<file path="src/hdl/rtec_pkg.sv">
`default_nettype none

package rtec_pkg;

	localparam int AP_SLOTS = 64;
	localparam int SLOT_W   = $clog2(AP_SLOTS);
	localparam int CFG_W    = 8;
	localparam int CFG_IDX_W = 2;

	// configuration register indexes
	typedef enum logic [CFG_IDX_W-1:0] {
		CFG_UTIL_HIGH  = 2'd0,
		CFG_UTIL_RUN   = 2'd1,
		CFG_NOISE_RISE = 2'd2
	} cfg_idx_t;

	localparam logic [7:0] DEF_UTIL_HIGH  = 8'd85;
	localparam logic [7:0] DEF_UTIL_RUN   = 8'd3;
	localparam logic [7:0] DEF_NOISE_RISE = 8'd10;

	localparam logic [7:0]        LOAD_MAX  = 8'd100;
	localparam logic signed [7:0] NOISE_MIN = -8'sd120;
	localparam logic signed [7:0] NOISE_MAX = 8'sd0;
	localparam logic [31:0]       COUNT_MAX = 32'hFFFF_FFFF;

	typedef enum logic [1:0] {
		ST_REJECT = 2'd0,
		ST_INIT   = 2'd1,
		ST_CLASS  = 2'd2
	} status_t;

	typedef enum logic [1:0] {
		EV_NONE  = 2'd0,
		EV_RADAR = 2'd1,
		EV_LOAD  = 2'd2,
		EV_NOISE = 2'd3
	} kind_t;

	typedef enum logic {
		CS_IDLE,
		CS_CALC
	} ctrl_state_t;

	// controller -> datapath commands
	typedef struct packed {
		logic capture;  // latch request, launch slot table read
		logic execute;  // classify, write back, load result registers
	} dp_cmd_t;

	// one slot table entry
	typedef struct packed {
		logic [7:0]        avg;
		logic signed [7:0] noise;
		logic [7:0]        run;
		logic [31:0]       pkts;
	} slot_rec_t;

	localparam int REC_W = $bits(slot_rec_t);

	function automatic logic chan_legal(input logic [7:0] c);
		logic m4;
		m4 = (c[1:0] == 2'b00);
		return (c >= 8'd1 && c <= 8'd14)
			|| (m4 && c >= 8'd36 && c <= 8'd64)
			|| (m4 && c >= 8'd100 && c <= 8'd144)
			|| (m4 && c >= 8'd149 && c <= 8'd161)
			|| (c == 8'd165);
	endfunction

	function automatic logic chan_dfs(input logic [7:0] c);
		return (c[1:0] == 2'b00)
			&& ((c >= 8'd52 && c <= 8'd64) || (c >= 8'd100 && c <= 8'd144));
	endfunction

endpackage

`default_nettype wire

</file>
<file path="src/hdl/rtec_ram.sv">
`default_nettype none

module rtec_ram #(
	parameter int WIDTH = 8,
	parameter int DEPTH = 64
) (
	input  wire logic                     clk,
	input  wire logic                     we,
	input  wire logic [$clog2(DEPTH)-1:0] waddr,
	input  wire logic [WIDTH-1:0]         wdata,
	input  wire logic                     re,
	input  wire logic [$clog2(DEPTH)-1:0] raddr,
	output logic [WIDTH-1:0]              rdata
);

	logic [WIDTH-1:0] mem_q [DEPTH];

	always_ff @(posedge clk) begin
		if (we) begin
			mem_q[waddr] <= wdata;
		end
		if (re) begin
			rdata <= mem_q[raddr];
		end
	end

endmodule

`default_nettype wire

</file>
<file path="src/hdl/rtec_ctrl.sv">
`default_nettype none

module rtec_ctrl
	import rtec_pkg::*;
(
	input  wire logic clk,
	input  wire logic arst_n,
	input  wire logic start,
	output logic      busy,
	output logic      done,
	output dp_cmd_t   cmd
);

	ctrl_state_t state_q, state_d;
	logic        done_q;

	always_ff @(posedge clk or negedge arst_n) begin
		if (!arst_n) begin
			state_q <= CS_IDLE;
			done_q  <= 1'b0;
		end else begin
			state_q <= state_d;
			done_q  <= cmd.execute;
		end
	end

	always_comb begin
		state_d     = state_q;
		cmd.capture = 1'b0;
		cmd.execute = 1'b0;
		busy        = 1'b0;
		unique case (state_q)
			CS_IDLE: begin
				if (start) begin
					cmd.capture = 1'b1;
					state_d     = CS_CALC;
				end
			end
			CS_CALC: begin
				busy        = 1'b1;
				cmd.execute = 1'b1;
				state_d     = CS_IDLE;
			end
			default: begin
				state_d = CS_IDLE;
			end
		endcase
	end

	assign done = done_q;

	// result strobe only ever follows a calc cycle
	a_done_after_calc: assert property (@(posedge clk) disable iff (!arst_n)
		done |-> $past(state_q == CS_CALC))
		else $error("result strobe without a calc cycle");

	// every accepted request produces a strobe, via the calc state and the done register
	a_req_gets_result: assert property (@(posedge clk) disable iff (!arst_n)
		(start && !busy) |=> ##1 done)
		else $error("accepted request lost its result");

	// no new capture while a request is in calc
	a_no_capture_busy: assert property (@(posedge clk) disable iff (!arst_n)
		busy |-> !cmd.capture)
		else $error("capture while busy");

endmodule

`default_nettype wire

</file>
<file path="src/hdl/rtec_dp.sv">
`default_nettype none

module rtec_dp
	import rtec_pkg::*;
(
	input  wire logic                 clk,
	input  wire logic                 arst_n,
	input  wire dp_cmd_t              cmd,
	input  wire logic                 cfg_wr_en,
	input  wire logic [CFG_IDX_W-1:0] cfg_index,
	input  wire logic [CFG_W-1:0]     cfg_wdata,
	input  wire logic [SLOT_W-1:0]    ap_slot,
	input  wire logic [31:0]          ap_ident,
	input  wire logic [7:0]           radio_channel,
	input  wire logic [7:0]           channel_load,
	input  wire logic signed [7:0]    noise_dbm,
	input  wire logic                 radar_seen,
	output logic [1:0]                report_status,
	output logic [1:0]                event_kind,
	output logic [31:0]               event_ap,
	output logic [7:0]                event_channel,
	output logic [7:0]                load_average,
	output logic signed [7:0]         report_noise,
	output logic [31:0]               slot_packets,
	output logic [31:0]               invalid_total
);

	// configuration
	logic [7:0] util_high_q, util_run_q, noise_rise_q;

	always_ff @(posedge clk or negedge arst_n) begin
		if (!arst_n) begin
			util_high_q  <= '0;
			util_run_q   <= '0;
			noise_rise_q <= '0;
		end else if (cfg_wr_en) begin
			unique case (cfg_index)
				CFG_UTIL_HIGH:  util_high_q  <= cfg_wdata;
				CFG_UTIL_RUN:   util_run_q   <= cfg_wdata;
				CFG_NOISE_RISE: noise_rise_q <= cfg_wdata;
				default: ;
			endcase
		end
	end

	// captured request
	logic [SLOT_W-1:0] slot_q;
	logic [31:0]       ident_q;
	logic [7:0]        chan_q, load_q;
	logic signed [7:0] noise_q;
	logic              radar_q;

	always_ff @(posedge clk) begin
		if (cmd.capture) begin
			slot_q  <= ap_slot;
			ident_q <= ap_ident;
			chan_q  <= radio_channel;
			load_q  <= channel_load;
			noise_q <= noise_dbm;
			radar_q <= radar_seen;
		end
	end

	// slot table, read launched on capture
	logic [REC_W-1:0] rd_word, wr_word;
	slot_rec_t        old_rec, new_rec;
	logic             tbl_we;

	rtec_ram #(
		.WIDTH (REC_W),
		.DEPTH (AP_SLOTS)
	) u_tbl (
		.clk   (clk),
		.we    (tbl_we),
		.waddr (slot_q),
		.wdata (wr_word),
		.re    (cmd.capture),
		.raddr (ap_slot),
		.rdata (rd_word)
	);

	assign old_rec = slot_rec_t'(rd_word);
	assign wr_word = REC_W'(new_rec);

	logic [AP_SLOTS-1:0] slot_valid_q;
	logic [31:0]         reject_q;

	// validity and classification
	logic              report_ok, in_range, was_valid;
	logic [7:0]        hi_lim, run_lim, rise_lim;
	logic [9:0]        avg_sum;
	logic [7:0]        avg_new;
	logic [8:0]        run_inc;
	logic signed [9:0] rise;
	logic [7:0]        run_new;
	kind_t             kind;
	status_t           status;

	assign in_range  = ({1'b0, slot_q} < (SLOT_W + 1)'(AP_SLOTS));
	assign report_ok = in_range && chan_legal(chan_q) && (load_q <= LOAD_MAX)
		&& (noise_q >= NOISE_MIN) && (noise_q <= NOISE_MAX);
	assign was_valid = slot_valid_q[slot_q];

	assign hi_lim   = (util_high_q  != 8'd0) ? util_high_q  : DEF_UTIL_HIGH;
	assign run_lim  = (util_run_q   != 8'd0) ? util_run_q   : DEF_UTIL_RUN;
	assign rise_lim = (noise_rise_q != 8'd0) ? noise_rise_q : DEF_NOISE_RISE;

	// 1/4 new + 3/4 old, truncated
	assign avg_sum = {2'b00, load_q} + {2'b00, old_rec.avg} + {1'b0, old_rec.avg, 1'b0};
	assign avg_new = avg_sum[9:2];
	assign run_inc = {1'b0, old_rec.run} + 9'd1;
	assign rise    = 10'(signed'(noise_q)) - 10'(signed'(old_rec.noise));

	always_comb begin
		kind    = EV_NONE;
		run_new = 8'd0;
		if (radar_q && chan_dfs(chan_q)) begin
			kind = EV_RADAR;
		end else if (avg_new >= hi_lim) begin
			run_new = run_inc[7:0];
			if (run_inc >= {1'b0, run_lim}) begin
				kind    = EV_LOAD;
				run_new = run_lim;
			end
		end else if (rise > $signed({2'b00, rise_lim})) begin
			kind = EV_NOISE;
		end
	end

	always_comb begin
		new_rec = old_rec;
		tbl_we  = 1'b0;
		status  = ST_REJECT;
		if (report_ok) begin
			tbl_we = cmd.execute;
			if (!was_valid) begin
				status        = ST_INIT;
				new_rec.avg   = load_q;
				new_rec.noise = noise_q;
				new_rec.run   = 8'd0;
				new_rec.pkts  = 32'd1;
			end else begin
				status        = ST_CLASS;
				new_rec.avg   = avg_new;
				new_rec.noise = noise_q;
				new_rec.run   = run_new;
				new_rec.pkts  = (old_rec.pkts != COUNT_MAX) ? old_rec.pkts + 32'd1
					: old_rec.pkts;
			end
		end
	end

	always_ff @(posedge clk or negedge arst_n) begin
		if (!arst_n) begin
			slot_valid_q <= '0;
			reject_q     <= '0;
		end else if (cmd.execute) begin
			if (report_ok) begin
				slot_valid_q[slot_q] <= 1'b1;
			end else if (reject_q != COUNT_MAX) begin
				reject_q <= reject_q + 32'd1;
			end
		end
	end

	// result registers
	logic [1:0]        status_q, kind_q;
	logic [31:0]       ap_q, pkts_q;
	logic [7:0]        chan_out_q, avg_q;
	logic signed [7:0] noise_out_q;

	always_ff @(posedge clk) begin
		if (cmd.execute) begin
			status_q    <= status;
			ap_q        <= ident_q;
			chan_out_q  <= chan_q;
			noise_out_q <= noise_q;
			unique case (status)
				ST_CLASS: begin
					kind_q <= kind;
					avg_q  <= new_rec.avg;
					pkts_q <= new_rec.pkts;
				end
				ST_INIT: begin
					kind_q <= EV_NONE;
					avg_q  <= new_rec.avg;
					pkts_q <= new_rec.pkts;
				end
				default: begin
					kind_q <= EV_NONE;
					avg_q  <= 8'd0;
					pkts_q <= 32'd0;
				end
			endcase
		end
	end

	assign report_status = status_q;
	assign event_kind    = kind_q;
	assign event_ap      = ap_q;
	assign event_channel = chan_out_q;
	assign load_average  = avg_q;
	assign report_noise  = noise_out_q;
	assign slot_packets  = pkts_q;
	// reject counter is visible after the request that moved it
	assign invalid_total = reject_q;

endmodule

`default_nettype wire

</file>
<file path="src/hdl/rf_telemetry_event_classifier_core.sv">
// Channel   Direction  Signals                                        Handshake
// request   in         ap_slot ap_ident radio_channel channel_load   start / busy
//                      noise_dbm radar_seen
// result    out        report_status event_kind event_ap             done (1 cycle)
//                      event_channel load_average report_noise
//                      slot_packets invalid_total
// config    in         cfg_index cfg_wdata                           cfg_wr_en
//
// A request is taken on the edge where start is high and busy is low; that edge
// launches the slot table read. The next cycle (busy high) classifies and writes
// the slot back; the result shows in the cycle after, with done high. No new
// request is taken while busy, that is while the slot is written back.
// Reset (arst_n low, async) clears slot valid bits, reject counter and limits.
// done cannot be held off; a new request may be taken while done is high.
`default_nettype none

module rf_telemetry_event_classifier_core
	import rtec_pkg::*;
(
	input  wire logic                 clk,
	input  wire logic                 arst_n,
	// request
	input  wire logic                 start,
	output logic                      busy,
	input  wire logic [SLOT_W-1:0]    ap_slot,
	input  wire logic [31:0]          ap_ident,
	input  wire logic [7:0]           radio_channel,
	input  wire logic [7:0]           channel_load,
	input  wire logic signed [7:0]    noise_dbm,
	input  wire logic                 radar_seen,
	// configuration write port
	input  wire logic                 cfg_wr_en,
	input  wire logic [CFG_IDX_W-1:0] cfg_index,
	input  wire logic [CFG_W-1:0]     cfg_wdata,
	// result
	output logic                      done,
	output logic [1:0]                report_status,
	output logic [1:0]                event_kind,
	output logic [31:0]               event_ap,
	output logic [7:0]                event_channel,
	output logic [7:0]                load_average,
	output logic signed [7:0]         report_noise,
	output logic [31:0]               slot_packets,
	output logic [31:0]               invalid_total
);

	dp_cmd_t cmd;

	// sequencer: idle -> calc -> idle, done registered off calc
	rtec_ctrl u_ctrl (
		.clk    (clk),
		.arst_n (arst_n),
		.start  (start),
		.busy   (busy),
		.done   (done),
		.cmd    (cmd)
	);

	// slot table, limits, classifier and result registers
	rtec_dp u_dp (
		.clk           (clk),
		.arst_n        (arst_n),
		.cmd           (cmd),
		.cfg_wr_en     (cfg_wr_en),
		.cfg_index     (cfg_index),
		.cfg_wdata     (cfg_wdata),
		.ap_slot       (ap_slot),
		.ap_ident      (ap_ident),
		.radio_channel (radio_channel),
		.channel_load  (channel_load),
		.noise_dbm     (noise_dbm),
		.radar_seen    (radar_seen),
		.report_status (report_status),
		.event_kind    (event_kind),
		.event_ap      (event_ap),
		.event_channel (event_channel),
		.load_average  (load_average),
		.report_noise  (report_noise),
		.slot_packets  (slot_packets),
		.invalid_total (invalid_total)
	);

endmodule

`default_nettype wire
</file>
<file path="config.mk">
export PLATFORM = sky130hd
export DESIGN_NAME = rf_telemetry_event_classifier_core
export DESIGN_NICKNAME = d
export VERILOG_FILES = /design/src/hdl/rtec_pkg.sv /design/src/hdl/rtec_ram.sv /design/src/hdl/rtec_ctrl.sv /design/src/hdl/rtec_dp.sv /design/src/hdl/rf_telemetry_event_classifier_core.sv
export SDC_FILE = /design/constraint.sdc
export NUM_CORES = 2
export LEC_CHECK = 0
export BUFFER_PORTS_ARGS = -buffer_cell sky130_fd_sc_hd__buf_2
export CAP_MARGIN = 20
export CORE_UTILIZATION = 50
export CTS_BUF_LIST = sky130_fd_sc_hd__clkbuf_16
export DETAILED_ROUTE_END_ITERATION = 12
export HOLD_SLACK_MARGIN = 0.1
export PLACE_DENSITY = 0.66
export SETUP_SLACK_MARGIN = 0.1
export SYNTH_ARGS = -nofsm -noshare
export SYNTH_HDL_FRONTEND = slang
export SYNTH_SLANG_ARGS = --single-unit
</file>
<file path="constraint.sdc">
create_clock -name clk -period 22 [get_ports clk]
set_input_delay 1.1 -clock clk [delete_from_list [all_inputs] [get_ports clk]]
set_output_delay 1.1 -clock clk [all_outputs]
set_load 0.05 [all_outputs]
</file>
==> flow_summary.toml <==
[pwr]
power.density_nw_per_um2 = 93.6
p_leak_nw = 55.2
peakVddDrop_mv = 0.0799

[die]
die_height_um = 551
die_x_um = 551
design.portCount = 203
start_util_pct = 50.3
core-area_um2 = 300000
die-area_um2 = 304000
core.rowCount = 201

[drt]
vias = 74400
drt_iter0_drc = 11600
dr.pass1.iters = 5
routed_wl_um = 422000
routedWlPerCell_um = 37.6
drc = 0
routed_via_density = 6.63
final_antenna_net_count = 0

[cts]
htreeDepth = 5
clock_sinks = 3917
root_buffer = "clkbuf_16"
cts_tree = "built"
cts_setup_buffers = 0
clockBufferDepth = 4
numCtsBuffers = 394
cts_resized = 0
hold_buffers = 0
worstSkewPairLatency_ps = 970
clkTransAtPathRegs_ps = 60

[yosys]
synth_edf_count = 3795
syn-num-nets = 6517
synth_seq_cells = 3917
synth-async-reset-ratio_pct = 3.11
synthCells = 6388
yosys_warnings = 0
synth_area_per_cell_um2 = 23.6
yosysSeqAreaShare_pct = 77.5
yosys_most_used_dff = "edfxtp_1"
syn_area_um2 = 151000
ys_types = 65

[setup_path]
ff2ff_setup_slack_ps = 15470
critPathKind = "reg2reg"
startpoint_type = "register"
ff2ff_path_depth = 8
critPathLaunch = "u_dp.noise_q[6]$_DFFE_PP_"
worstPathArrival_ps = 7100
crit_path_max_fanout = 25
endpoint_kind = "register"
reg2reg_to = "u_dp.u_tbl.mem_q[47][33]$_DFFE_PP_"
r2r-start = "u_dp.noise_q[6]$_DFFE_PP_"
required_ps = 22570

[timing]
tightest_slew_ps = 1250
max_clock_freq_ghz = 0.153
fin_worst_skew_ps = 76.2
final-hold-violation-count = 0
drv_slew = 0
setup_tns_ps = 0
period_share_pct = 29.7
setup_violations = 0
slew_headroom_pct = 16.3
rsz0062_at_grt = "false"
fin_ws_ps = 15470
min_period_ps = 6530

[grt]
overflow = 0
antenna_found_initial = 15
grt_usage_pct = 27.7
grt_pass1_vias = 72700
grt_start_max_net_pins = 161
grt_pass1_wl_um = 578000

[final_layout]
drive_gt1_share_pct = 33.4
fin_area_um2 = 172000
fill_cells = 21100
layout_commonest_cell = "edfxtp_1"
regArea_um2 = 117000
final_cell_mix = "edfxtp_1 (3,795), mux4_2 (1,169), clkbuf_16 (400)"
area_delta_synth_final_pct = 14.1
multi_input_area_um2 = 33400
layout.nets = 7049

[placed_design]
placedInstanceArea_um2 = 158000
gp_congestion = 0.834
dp_hpwl_um = 219000
dpl_worst_slack_ps = 15010
portBuffers = 202

[min_path]
hold_class = "in2async"

[run_status]
status = "completed"

[flow_run]
cap_violations = 0
[critical path, stage by stage (launching register included)]
cell      delay, ps
edfxtp_1        470
nor4_1          480
mux2i_1         250
a311o_1         640
a31oi_4         700
nand4_1         890
nor2_4         1040
buf_4           820
buf_4           710
[worst max-delay path by stage]
stage,end,slack [ps]
after global placement,u_dp.u_tbl.rdata[54]$_DFFE_PP_,15040
after global routing,u_dp.u_tbl.mem_q[8][35]$_DFFE_PP_,15250
after floorplan,u_ctrl.state_q$_DFF_PN0_,13990
final,u_dp.u_tbl.mem_q[47][33]$_DFFE_PP_,15470
after detailed placement,u_dp.u_tbl.rdata[55]$_DFFE_PP_,15010
after CTS,u_dp.u_tbl.mem_q[11][33]$_DFFE_PP_,15220
[sequential cells by signal (all words and copies together), names as in the netlist, 32 cells and up]
register and count:
u_dp.event_ap 32, u_dp.ident_q 32, u_dp.invalid_total 32, u_dp.slot_packets 32, u_dp.slot_valid_q 64, u_dp.u_tbl.mem_q 3584, u_dp.u_tbl.rdata 56
[logic make-up after synthesis]
logic type      synth area share, %
buf+inv                        1.01
mux                            17.9
xor+xnor                      0.609
flops                          77.5
compound gates                0.744
simple gates                   1.74
fa+ha+maj                     0.446
[area by class of cell]
cell class	count	share of cell area (%)
multi-input combinational	2107	19.4
sequential	3917	67.9
inverter	51	0.111
tap	3958	2.88
clock buffer	400	5.81
clock inverter	332	1.88
timing repair buffer	449	1.98
antenna	4	0.00581
[synthesized netlist by cell type (all sizes together) (3+ instances only)]
| library cell | count | area share, % |
|---|---|---|
| o21a | 6 | 0.030 |
| a221oi | 3 | 0.017 |
| o211ai | 9 | 0.045 |
| clkbuf | 176 | 0.44 |
| or3b | 7 | 0.041 |
| xnor2 | 56 | 0.32 |
| mux4 | 1169 | 17 |
| mux2i | 32 | 0.21 |
| nand3 | 56 | 0.19 |
| nand3b | 6 | 0.030 |
| o21ai | 57 | 0.19 |
| nor3b | 6 | 0.030 |
| nor2b | 13 | 0.054 |
| xor2 | 49 | 0.28 |
| a31o | 3 | 0.017 |
| a2111oi | 3 | 0.017 |
| or2 | 66 | 0.27 |
| buf | 137 | 0.44 |
| mux2 | 38 | 0.28 |
| nor3 | 42 | 0.14 |
| and3 | 13 | 0.054 |
| and2 | 5 | 0.021 |
| o31ai | 4 | 0.020 |
| dfrtp | 122 | 2.0 |
| nand4 | 19 | 0.079 |
| or3 | 4 | 0.017 |
| nand2 | 98 | 0.24 |
| nand2b | 11 | 0.046 |
| a21oi | 55 | 0.18 |
| nand4b | 3 | 0.017 |
| fa | 3 | 0.040 |
| inv | 51 | 0.13 |
| edfxtp | 3795 | 75 |
| a21o | 12 | 0.060 |
| or4 | 3 | 0.015 |
| nor2 | 152 | 0.38 |
| nor4 | 11 | 0.050 |
| o21bai | 3 | 0.015 |
| and4 | 9 | 0.052 |
| a31oi | 8 | 0.033 |
| ha | 49 | 0.41 |
| o22ai | 3 | 0.012 |
[routing by layer]
layer	vias up	part of all wire (%)	GRT usage, %
li1	28300	-	-
met4	0	3.1	8.23
met5	-	0	0
met3	702	11	5.72
met2	4925	49	44.5
met1	40400	37	38.7
[where the power goes]
part / switching (mW) / internal (mW) / leakage (nW)
Clock: 2.90 / 3.92 / 6.68
Sequential: 0.0530 / 8.32 / 35.9
Combinational: 0.568 / 0.360 / 12.6
[through the flow]
step                power [mW]  hold WS, ps  util (%)  cells
global placement          9.42          400      52.8  10500
global route              16.5          160      57.4  11200
detailed placement        9.44          405      52.8  10500
CTS                       16.2          110      57.2  11200
finish                    16.1          152      57.4  11200
floorplan                 9.15          400         -   6388
No activity file was read; power rests on OpenSTA's default activity.
